[config.mk]
export PLATFORM = sky130hd
export DESIGN_NAME = viewport_follow_scroller
export DESIGN_NICKNAME = d
export VERILOG_FILES = /design/src/hw/rtl/vfs_pkg.sv /design/src/hw/rtl/viewport_follow_scroller.sv /design/src/hw/rtl/vfs_div.sv /design/src/hw/rtl/vfs_axis.sv
export SDC_FILE = /design/constraint.sdc
export NUM_CORES = 1
export LEC_CHECK = 0
export BUFFER_PORTS_ARGS = -buffer_cell sky130_fd_sc_hd__buf_2
export CAP_MARGIN = 20
export CORE_MARGIN = 2
export CORE_UTILIZATION = 50
export CTS_BUF_LIST = sky130_fd_sc_hd__clkbuf_16
export DETAILED_ROUTE_END_ITERATION = 16
export GPL_TIMING_DRIVEN = 0
export PLACE_DENSITY_LB_ADDON = 0.2
export SLEW_MARGIN = 5
export SYNTH_ARGS = -nofsm -noshare
export SYNTH_HDL_FRONTEND = slang
export SYNTH_SLANG_ARGS = --single-unit
[constraint.sdc]
create_clock -name clk -period 8.5 [get_ports clk]
set_clock_uncertainty 0.05 [all_clocks]
set_input_delay 0 -clock clk [delete_from_list [all_inputs] [get_ports clk]]
set_output_delay 0 -clock clk [all_outputs]
set_load 0.02 [all_outputs]
[src/hw/rtl/vfs_pkg.sv]
`default_nettype none

package vfs_pkg;

  // Fixed-point fraction bits of every position, aim and step.
  localparam int FRAC_BITS = 4;

  localparam int POS_W  = 17;
  localparam int CFG_W  = 12;
  localparam int DIVR_W = 8;
  localparam int REQ_W  = 3;
  localparam int IDX_W  = 3;
  localparam int IN_W   = 16;
  localparam int SPR_W  = 8;
  // Distance to target before division, and corner plus step.
  localparam int DIF_W  = 19;
  localparam int SUM_W  = 21;
  localparam int MAG_W  = DIF_W - 1;
  localparam int CNT_W  = $clog2(MAG_W + 1);

  localparam logic signed [POS_W-1:0] POS_MAX = {1'b0, {(POS_W-1){1'b1}}};
  localparam logic signed [POS_W-1:0] POS_MIN = {1'b1, {(POS_W-1){1'b0}}};
  localparam logic signed [POS_W-1:0] VEL_MIN = POS_MIN + POS_W'(1);

  localparam int HALF_LSB = (1 << FRAC_BITS) >> 1;

  typedef enum logic [REQ_W-1:0] {
    REQ_TICK         = 3'd0,
    REQ_GOTO_SMOOTH  = 3'd1,
    REQ_GOTO_INSTANT = 3'd2,
    REQ_LOCK         = 3'd3,
    REQ_RELEASE      = 3'd4
  } req_t;

  typedef enum logic [IDX_W-1:0] {
    CFG_VIEW_W  = 3'd0,
    CFG_VIEW_H  = 3'd1,
    CFG_ROOM_W  = 3'd2,
    CFG_ROOM_H  = 3'd3,
    CFG_DIVISOR = 3'd4
  } cfg_idx_t;

  typedef enum logic [2:0] {
    ST_IDLE,
    ST_PREP,
    ST_DIV,
    ST_FIN,
    ST_DONE
  } state_t;

  typedef struct packed {
    logic busy;
    logic done;
  } div_stat_t;

  function automatic logic signed [POS_W-1:0] sat_pos(input logic signed [SUM_W-1:0] v);
    if (v < SUM_W'(POS_MIN)) return POS_MIN;
    if (v > SUM_W'(POS_MAX)) return POS_MAX;
    return POS_W'(v);
  endfunction

  function automatic logic signed [POS_W-1:0] sat_vel(input logic signed [SUM_W-1:0] v);
    if (v < SUM_W'(VEL_MIN)) return VEL_MIN;
    if (v > SUM_W'(POS_MAX)) return POS_MAX;
    return POS_W'(v);
  endfunction

  // Round to whole pixels, halves away from zero.
  function automatic logic signed [DIF_W-1:0] round_px(input logic signed [DIF_W-1:0] v);
    logic [DIF_W-1:0] mag;
    logic [DIF_W-1:0] r;
    mag = v[DIF_W-1] ? DIF_W'(-v) : DIF_W'(v);
    r   = (mag + DIF_W'(HALF_LSB)) >> FRAC_BITS;
    return v[DIF_W-1] ? -$signed(r) : $signed(r);
  endfunction

endpackage

`default_nettype wire

[src/hw/rtl/viewport_follow_scroller.sv]
`default_nettype none

// Viewport follow scroller: moves a view's top-left corner toward a target.
// Input channel (in_valid/in_ready) carries one request per transaction:
// a tick, a smooth or instant go-to, a lock or a release, with a position
// and the tracked sprite's size. Every input transaction yields exactly one
// output transaction (out_valid/out_ready) carrying the corner, the step of
// the last tick and the mode flags after that request.
// A tick works through the X axis and then the Y axis on one shared
// arithmetic path and one shared restoring divider, which produces one
// quotient bit per cycle. One request is in progress at a time and
// in_ready is high only while the sequencer is idle, so a new request is
// accepted only after the previous result has been loaded. The result sits
// in an output register; if the receiver stalls, the sequencer holds the
// finished result and accepts nothing until the register is free.
// Reset (rst, synchronous) puts the view at the origin, clears steps and
// aims, selects follow mode and loads the default register values. The
// user is to write the configuration port (cfg_we, cfg_index, cfg_data)
// only while idle; the block itself does not enforce this.
module viewport_follow_scroller (
  input  logic                               clk,
  input  logic                               rst,
  input  logic                               in_valid,
  output logic                               in_ready,
  input  logic        [vfs_pkg::REQ_W-1:0]   req_type,
  input  logic        [vfs_pkg::IN_W-1:0]    pos_x,
  input  logic        [vfs_pkg::IN_W-1:0]    pos_y,
  input  logic        [vfs_pkg::SPR_W-1:0]   follow_w,
  input  logic        [vfs_pkg::SPR_W-1:0]   follow_h,
  output logic                               out_valid,
  input  logic                               out_ready,
  output logic signed [vfs_pkg::POS_W-1:0]   view_x,
  output logic signed [vfs_pkg::POS_W-1:0]   view_y,
  output logic signed [vfs_pkg::POS_W-1:0]   vel_x,
  output logic signed [vfs_pkg::POS_W-1:0]   vel_y,
  output logic                               manual_on,
  output logic                               coming_back,
  input  logic                               cfg_we,
  input  logic        [vfs_pkg::IDX_W-1:0]   cfg_index,
  input  logic        [vfs_pkg::CFG_W-1:0]   cfg_data
);
  import vfs_pkg::*;

  // Configuration registers.
  logic [CFG_W-1:0]  view_width;
  logic [CFG_W-1:0]  view_height;
  logic [CFG_W-1:0]  room_width;
  logic [CFG_W-1:0]  room_height;
  logic [DIVR_W-1:0] approach_divisor;

  // Architectural state.
  logic signed [POS_W-1:0] view_left;
  logic signed [POS_W-1:0] view_top;
  logic signed [POS_W-1:0] step_x;
  logic signed [POS_W-1:0] step_y;
  logic signed [POS_W-1:0] aim_x;
  logic signed [POS_W-1:0] aim_y;
  logic                    manual_flag;
  logic                    return_flag;

  // Sequencer working registers.
  state_t state;
  state_t state_next;
  logic   ax;
  logic   clamp_mode;
  logic   snap_r;
  logic   rawz_x;

  logic accept;
  logic div_start;
  logic out_load;

  logic signed [POS_W-1:0] sel_pos;
  logic signed [POS_W-1:0] sel_aim;
  logic [CFG_W-1:0]        sel_view;
  logic [CFG_W-1:0]        sel_room;
  logic [DIVR_W-1:0]       div_eff;

  logic signed [POS_W-1:0] u_aim;
  logic                    u_snap;
  logic signed [DIF_W-1:0] u_diff;
  logic signed [POS_W-1:0] u_pos;
  logic signed [POS_W-1:0] u_step;
  logic                    u_rawz;

  logic signed [DIF_W-1:0] div_quot;
  div_stat_t               div_stat;

  logic signed [SUM_W-1:0] follow_ax;
  logic signed [SUM_W-1:0] follow_ay;
  logic signed [SUM_W-1:0] goto_lx;
  logic signed [SUM_W-1:0] goto_ty;

  assign in_ready  = state == ST_IDLE;
  assign accept    = in_valid && in_ready;
  assign div_start = state == ST_PREP;
  assign out_load  = (state == ST_DONE) && (!out_valid || out_ready);

  always_comb begin
    sel_pos  = ax ? view_top : view_left;
    sel_aim  = ax ? aim_y : aim_x;
    sel_view = ax ? view_height : view_width;
    sel_room = ax ? room_height : room_width;
    // A divisor of zero behaves as one.
    div_eff  = (approach_divisor == '0) ? DIVR_W'(1) : approach_divisor;

    follow_ax = SUM_W'(pos_x) + $signed(SUM_W'(follow_w >> 1) << FRAC_BITS);
    follow_ay = SUM_W'(pos_y) + $signed(SUM_W'(follow_h >> 1) << FRAC_BITS);
    goto_lx   = SUM_W'(pos_x) - $signed(SUM_W'(view_width >> 1) << FRAC_BITS);
    goto_ty   = SUM_W'(pos_y) - $signed(SUM_W'(view_height >> 1) << FRAC_BITS);
  end

  vfs_axis u_axis (
    .pos       (sel_pos),
    .aim       (sel_aim),
    .clamp_aim (clamp_mode),
    .view_px   (sel_view),
    .room_px   (sel_room),
    .snap_hold (snap_r),
    .quot      (div_quot),
    .aim_new   (u_aim),
    .snap      (u_snap),
    .diff      (u_diff),
    .pos_new   (u_pos),
    .step_new  (u_step),
    .raw_zero  (u_rawz)
  );

  vfs_div u_div (
    .clk      (clk),
    .rst      (rst),
    .start    (div_start),
    .dividend (u_diff),
    .divisor  (div_eff),
    .quotient (div_quot),
    .stat     (div_stat)
  );

  // State register.
  always_ff @(posedge clk) begin
    if (rst) begin
      state <= ST_IDLE;
    end else begin
      state <= state_next;
    end
  end

  always_comb begin
    state_next = state;
    case (state)
      ST_IDLE: begin
        if (in_valid) begin
          state_next = (req_type == REQ_TICK) ? ST_PREP : ST_DONE;
        end
      end
      ST_PREP: begin
        state_next = ST_DIV;
      end
      ST_DIV: begin
        if (div_stat.done) begin
          state_next = ST_FIN;
        end
      end
      ST_FIN: begin
        state_next = ax ? ST_DONE : ST_PREP;
      end
      ST_DONE: begin
        if (!out_valid || out_ready) begin
          state_next = ST_IDLE;
        end
      end
      default: begin
        state_next = ST_IDLE;
      end
    endcase
  end

  // Configuration writes.
  always_ff @(posedge clk) begin
    if (rst) begin
      view_width       <= CFG_W'(320);
      view_height      <= CFG_W'(240);
      room_width       <= CFG_W'(320);
      room_height      <= CFG_W'(240);
      approach_divisor <= DIVR_W'(8);
    end else if (cfg_we) begin
      case (cfg_idx_t'(cfg_index))
        CFG_VIEW_W:  view_width       <= cfg_data;
        CFG_VIEW_H:  view_height      <= cfg_data;
        CFG_ROOM_W:  room_width       <= cfg_data;
        CFG_ROOM_H:  room_height      <= cfg_data;
        CFG_DIVISOR: approach_divisor <= cfg_data[DIVR_W-1:0];
        default: begin
        end
      endcase
    end
  end

  // Request handling and the per-axis tick steps.
  always_ff @(posedge clk) begin
    if (rst) begin
      view_left   <= '0;
      view_top    <= '0;
      step_x      <= '0;
      step_y      <= '0;
      aim_x       <= '0;
      aim_y       <= '0;
      manual_flag <= 1'b0;
      return_flag <= 1'b0;
      ax          <= 1'b0;
      clamp_mode  <= 1'b0;
      snap_r      <= 1'b0;
      rawz_x      <= 1'b0;
    end else begin
      case (state)
        ST_IDLE: begin
          if (accept) begin
            case (req_t'(req_type))
              REQ_TICK: begin
                // In follow mode the target is the sprite's centre.
                if (!manual_flag) begin
                  aim_x <= sat_pos(follow_ax);
                  aim_y <= sat_pos(follow_ay);
                end
                clamp_mode <= manual_flag || return_flag;
                ax         <= 1'b0;
              end
              REQ_GOTO_SMOOTH: begin
                manual_flag <= 1'b1;
                aim_x       <= POS_W'(pos_x);
                aim_y       <= POS_W'(pos_y);
              end
              REQ_GOTO_INSTANT: begin
                manual_flag <= 1'b1;
                aim_x       <= POS_W'(pos_x);
                aim_y       <= POS_W'(pos_y);
                view_left   <= sat_pos(goto_lx);
                view_top    <= sat_pos(goto_ty);
              end
              REQ_LOCK: begin
                manual_flag <= 1'b1;
              end
              REQ_RELEASE: begin
                manual_flag <= 1'b0;
                return_flag <= 1'b1;
              end
              default: begin
              end
            endcase
          end
        end
        ST_PREP: begin
          snap_r <= u_snap;
          if (ax) begin
            aim_y <= u_aim;
          end else begin
            aim_x <= u_aim;
          end
        end
        ST_FIN: begin
          if (ax) begin
            view_top <= u_pos;
            step_y   <= u_step;
            // Returning ends once neither axis needed a step this tick.
            if (rawz_x && u_rawz) begin
              return_flag <= 1'b0;
            end
          end else begin
            view_left <= u_pos;
            step_x    <= u_step;
            rawz_x    <= u_rawz;
            ax        <= 1'b1;
          end
        end
        default: begin
        end
      endcase
    end
  end

  // Output register.
  always_ff @(posedge clk) begin
    if (rst) begin
      out_valid <= 1'b0;
    end else if (out_load) begin
      out_valid <= 1'b1;
    end else if (out_ready) begin
      out_valid <= 1'b0;
    end
  end

  always_ff @(posedge clk) begin
    if (out_load) begin
      view_x      <= view_left;
      view_y      <= view_top;
      vel_x       <= step_x;
      vel_y       <= step_y;
      manual_on   <= manual_flag;
      coming_back <= return_flag;
    end
  end

  // The divider only finishes while the sequencer waits for it.
  a_div_done_in_wait: assert property (@(posedge clk) disable iff (rst)
    div_stat.done |-> state == ST_DIV)
    else $error("divider finished outside its wait state");

  // A division is never started on top of one still running.
  a_div_start_idle: assert property (@(posedge clk) disable iff (rst)
    div_start |-> !div_stat.busy)
    else $error("divider restarted while busy");

  // Finishing the second axis always leads to the result stage.
  a_y_fin_done: assert property (@(posedge clk) disable iff (rst)
    (state == ST_FIN && ax) |=> state == ST_DONE)
    else $error("tick did not complete after the second axis");

  // Return mode is entered only by an accepted release request.
  a_return_by_release: assert property (@(posedge clk) disable iff (rst)
    $rose(return_flag) |-> $past(accept && req_type == REQ_RELEASE))
    else $error("return mode set without a release request");

endmodule

`default_nettype wire

[src/hw/rtl/vfs_div.sv]
`default_nettype none

// Restoring divider, one quotient bit per cycle, truncating toward zero.
module vfs_div (
  input  logic                              clk,
  input  logic                              rst,
  input  logic                              start,
  input  logic signed [vfs_pkg::DIF_W-1:0]  dividend,
  input  logic        [vfs_pkg::DIVR_W-1:0] divisor,
  output logic signed [vfs_pkg::DIF_W-1:0]  quotient,
  output vfs_pkg::div_stat_t                stat
);
  import vfs_pkg::*;

  logic [MAG_W-1:0]  quo;
  logic [DIVR_W-1:0] rem;
  logic [DIVR_W-1:0] dvs;
  logic [CNT_W-1:0]  cnt;
  logic              neg;
  logic              busy;
  logic              done;

  logic [DIVR_W:0]   rem_sh;
  logic [DIVR_W:0]   rem_diff;
  logic              take;
  logic [DIF_W-1:0]  mag_in;

  always_comb begin
    rem_sh   = {rem, quo[MAG_W-1]};
    rem_diff = rem_sh - {1'b0, dvs};
    take     = rem_sh >= {1'b0, dvs};
    mag_in   = dividend[DIF_W-1] ? DIF_W'(-dividend) : DIF_W'(dividend);
  end

  always_ff @(posedge clk) begin
    if (rst) begin
      busy <= 1'b0;
      done <= 1'b0;
      cnt  <= '0;
    end else begin
      done <= 1'b0;
      if (start) begin
        busy <= 1'b1;
        cnt  <= CNT_W'(MAG_W);
      end else if (busy) begin
        cnt <= cnt - CNT_W'(1);
        if (cnt == CNT_W'(1)) begin
          busy <= 1'b0;
          done <= 1'b1;
        end
      end
    end
  end

  always_ff @(posedge clk) begin
    if (start) begin
      quo <= mag_in[MAG_W-1:0];
      rem <= '0;
      dvs <= divisor;
      neg <= dividend[DIF_W-1];
    end else if (busy) begin
      quo <= {quo[MAG_W-2:0], take};
      rem <= take ? rem_diff[DIVR_W-1:0] : rem_sh[DIVR_W-1:0];
    end
  end

  assign quotient  = neg ? -$signed({1'b0, quo}) : $signed({1'b0, quo});
  assign stat.busy = busy;
  assign stat.done = done;

endmodule

`default_nettype wire

[src/hw/rtl/vfs_axis.sv]
`default_nettype none

// Per-axis arithmetic, shared by both axes. The preparation outputs clamp the
// aim, test for a snap and form the distance to divide; the finishing outputs
// apply the quotient and clamp the corner to the room.
module vfs_axis (
  input  logic signed [vfs_pkg::POS_W-1:0] pos,
  input  logic signed [vfs_pkg::POS_W-1:0] aim,
  input  logic                             clamp_aim,
  input  logic        [vfs_pkg::CFG_W-1:0] view_px,
  input  logic        [vfs_pkg::CFG_W-1:0] room_px,
  input  logic                             snap_hold,
  input  logic signed [vfs_pkg::DIF_W-1:0] quot,
  output logic signed [vfs_pkg::POS_W-1:0] aim_new,
  output logic                             snap,
  output logic signed [vfs_pkg::DIF_W-1:0] diff,
  output logic signed [vfs_pkg::POS_W-1:0] pos_new,
  output logic signed [vfs_pkg::POS_W-1:0] step_new,
  output logic                             raw_zero
);
  import vfs_pkg::*;

  logic signed [SUM_W-1:0] half;
  logic signed [SUM_W-1:0] room;
  logic signed [SUM_W-1:0] bound;
  logic signed [SUM_W-1:0] a_ext;
  logic signed [SUM_W-1:0] p_ext;
  logic signed [SUM_W-1:0] a_cl;
  logic signed [SUM_W-1:0] a_new_ext;
  logic signed [SUM_W-1:0] p_base;
  logic signed [SUM_W-1:0] s_raw;
  logic signed [SUM_W-1:0] p_sum;
  logic signed [SUM_W-1:0] p_cl;
  logic signed [SUM_W-1:0] s_cl;

  always_comb begin
    half  = $signed(SUM_W'(view_px >> 1) << FRAC_BITS);
    room  = $signed(SUM_W'(room_px) << FRAC_BITS);
    bound = room - $signed(SUM_W'(view_px) << FRAC_BITS);
    a_ext = SUM_W'(aim);
    p_ext = SUM_W'(pos);

    // In clamp mode, keep the centre target inside the room, high side tested first.
    a_cl = a_ext;
    if (clamp_aim) begin
      if (a_ext + half > room) begin
        a_cl = room - half;
      end else if (a_ext < half) begin
        a_cl = half;
      end
    end
    aim_new   = sat_pos(a_cl);
    a_new_ext = SUM_W'(aim_new);

    snap = round_px(DIF_W'(p_ext + half)) == round_px(DIF_W'(a_new_ext));
    diff = DIF_W'(a_new_ext - half - p_ext);

    // Finishing: the stored aim is already clamped at this point.
    p_base = snap_hold ? a_ext - half : p_ext;
    s_raw  = snap_hold ? '0 : SUM_W'(quot);
    p_sum  = p_base + s_raw;
    if (p_sum < 0) begin
      p_cl = '0;
      s_cl = '0;
    end else if (p_sum > bound) begin
      p_cl = bound;
      s_cl = '0;
    end else begin
      p_cl = p_sum;
      s_cl = s_raw;
    end
    pos_new  = sat_pos(p_cl);
    step_new = sat_vel(s_cl);
    raw_zero = s_raw == '0;
  end

endmodule

`default_nettype wire
==> results by group <==
Status
  – Status: completed

Place
  – GPL Wtd Cong: 1.04
  – Cell area after placement: 0.0242 mm2
  – Dpl ws: -3030 ps
  – Hpwl dp: 65400 um
  – Number of port buffers: 138

CTS
  – CTS Buf Count: 30
  – Root Driver: clkbuf_16
  – CTS clock-pin slew for the worst setup and hold paths: 70 ps
  – Max H-tree Level: 1
  – Max Root-Sink Buffers: 3
  – Clock latency on the worst-skew pair: 610 ps
  – Clk sinks: 280
  – TritonCTS clock tree: yes

STA
  – Slew Limit Headroom: 14.1%
  – Final hold violation count: 0
  – Fin. max-slew vios: 0
  – Final period utilization: 97.3%
  – Setup TNS: 0 ps
  – Slew @ Worst Pin: 1280 ps
  – Fmax: 121 MHz
  – Post-layout minimum cycle time: 8270 ps
  – Final setup margin: 226 ps
  – Setup violations, final: 0

Logic synthesis
  – #FFs+latches synth: 280
  – Synthesized cell area: 0.0227 mm2
  – Synthesized net count: 3031
  – Post-synth EDFFs: 97
  – Synth cell types: 107
  – Top-area cell type share of the netlist area: 16.2%
  – Syn Area/Cell: 8.24 um2
  – Ys flop type: dfxtp_1
  – Post-synthesis async set-or-reset flop share: 0%
  – Synth top area cells: dfxtp_1 (16%), edfxtp_1 (13%), ha_1 (10%)
  – Synth Instances: 2749
  – Area leader, netlist: dfxtp_1
  – Seq/Total Area, Yosys: 29.0%
  – Synthesis Warnings: 0

Floorplan
  – Core box area: 0.0445 mm2
  – IO Count: 143
  – # rows: 77
  – DIE WIDTH: 217 um
  – Initial core utilization: 50.9%
  – Die area: 0.0470 mm2
  – Die height: 217 um

Cells and area
  – Fin nets: 3318
  – Commonest cells after routing, fill and taps aside: nand2_1 (308), a21oi_1 (259), nor2_1 (222)
  – Finished Cell Area: 0.0272 mm2
  – P&R area growth vs syn: 20.1%
  – Most common cell after layout, fill and taps aside: nand2_1
  – Finished Core Util: 61.1%
  – Share of cells above drive strength 1: 15.7%
  – FILL cells: 4009

Power and ir drop
  – Leakage power: 11.0 nW
  – Maximum vdd ir drop: 0.179 mV
  – Power Dens Cells: 171 mW/mm2
  – Overall Power: 4.65 mW

GRT
  – Pin count of the biggest net entering global routing: 37
  – M1 GR Usage: 46.9%
  – Wire length of the first global-routing pass: 124000 um
  – Gr usage total: 34.3%
  – GRT Max-Usage Layer: met2
  – Antenna violations before repair: 0
  – M3 GR Usage: 4.72%
  – Vias in the first global route: 20800
  – Met2 usage: 54.1%
  – Total gr overflow: 0

Min path
  – Min-delay worst type: in2reg
  – Hold Path Origin: pos_y[14]
  – Hold Path Depth: 5
  – Hold worst-path end: view_top[16]$_SDFFE_PP0P_

Critical path
  – CP Class: reg2reg
  – R2r setup slk: 230 ps
  – CP endpoint kind: flop
  – Worst EP required: 8980 ps
  – CP Launch Type: flop
  – R2r worst-path depth: 40
  – CP arrival: 8750 ps
  – Critical R2R Capture: snap_r$_SDFFE_PP0P_
  – Crit path from: ax$_SDFFE_PP0P_
  – Critical Path Most Common Cell: buf_12
  – CP Max Fanout: 10
  – Critical R2R Launch: ax$_SDFFE_PP0P_
  – CP max stage cell: nor4_4
  – CP max stage delay: 380 ps

Detailed routing
  – DRC violations left: 0
  – Vias per cell: 6.15
  – Post-Route WL: 83800 um
  – Remaining antenna violation count after routing: 0
  – DRT Pass-1 Iters: 6
  – Vias: 22500
  – Initial DRC Count: 2477
  – DR WL/cell: 22.9 um

Run
  – Max Cap Viol: 0
per-stage QoR:
stage               instances  hold slack (ps)
global route             3652             37.9
finish                   3653            0.821
global placement         3479              248
detailed placement       3484              261
CTS                      3617             2.12
floorplan                2749             67.8
cells by family (layout without fill, tap and decap cells):
logic type / Yosys count / count (layout) / share of synthesized area (%)
multiplexers: 82 / 82 / 3.83
adder cells (fa/ha/maj): 211 / 211 / 12.4
buffers and inverters: 300 / 611 / 5.14
flip-flops: 280 / 280 / 29.0
AO/OA/AOI/OAI: 767 / 767 / 22.1
AND/OR/NAND/NOR: 889 / 889 / 18.8
other: 0 / 1 / 0
XOR/XNOR: 220 / 220 / 8.70
state kept, by name, summed over array words and instances (netlist names), 8 cells and up:
register and cells:
u_div.quo 18, aim_x 17, aim_y 17, step_x 17
step_y 17, vel_x 17, vel_y 17, view_left 17
view_top 17, view_x 17, view_y 17, room_height 12
room_width 12, view_height 12, view_width 12, approach_divisor 8
u_div.dvs 8, u_div.rem 8
final cells by class:
| type | count | area (um2) | area share, % |
|---|---|---|---|
| multi-input combinational | 2169 | 15700 | 57.7 |
| sequential | 280 | 6580 | 24.2 |
| timing repair buffer | 260 | 1860 | 6.83 |
| clock buffer | 30 | 751 | 2.76 |
| tap | 592 | 741 | 2.72 |
| inverter | 172 | 661 | 2.43 |
| buffer | 123 | 622 | 2.29 |
| clock inverter | 26 | 282 | 1.04 |
| antenna | 1 | 2.50 | 0.00920 |
worst max-delay path: cells and delay by family, from the launching register on:
family	cells	cell delay, ps
XOR/XNOR	5	830
adder cells (fa/ha/maj)	4	1130
buffers and inverters	11	1690
AO/OA/AOI/OAI	9	1730
AND/OR/NAND/NOR	11	2430
flip-flops	1	320
per-layer routing:
layer / wire length, um / share of wire [%] / vias up
li1: - / - / 10400
met1: 35900 / 43 / 10700
met2: 36500 / 44 / 1092
met3: 7020 / 8.4 / 231
met4: 4320 / 5.2 / 0
met5: 0 / 0 / -
cell usage after synthesis (79+ instances only):
library cell / instances
dfxtp_1: 183
a21oi_1: 272
edfxtp_1: 97
xnor2_1: 136
nand2_1: 313
ha_1: 188
xor2_1: 79
o21ai_0: 111
inv_1: 166
nor2_1: 232
clkbuf_1: 104
how the worst max path moves through the flow:
stage	endpoint	slack [ps]
finish	snap_r$_SDFFE_PP0P_	230
global route	step_y[5]$_SDFFE_PP0P_	-70
CTS	snap_r$_SDFFE_PP0P_	-30
detailed placement	snap_r$_SDFFE_PP0P_	-3030
global placement	snap_r$_SDFFE_PP0P_	-2950
floorplan	u_div.quo[16]$_DFFE_PP_	8
report_power, final:
| group | switching (mW) | total, mW | internal (mW) |
|---|---|---|---|
| Clock | 0.574 | 1.37 | 0.797 |
| Combinational | 1.07 | 1.77 | 0.697 |
| Sequential | 0.0493 | 1.51 | 1.46 |
repair_timing:
action                                  in CTS  in global routing
buffers inserted                            24                 34
endpoints found under the hold margin       99                  0
pin swaps                                   11                 50
hold buffers                                55                  0
resized for setup                          106                123
endpoints found under the setup margin      88                 87
gates cloned                                 0                  2
Note: power is estimated with default switching activity, not from simulation.
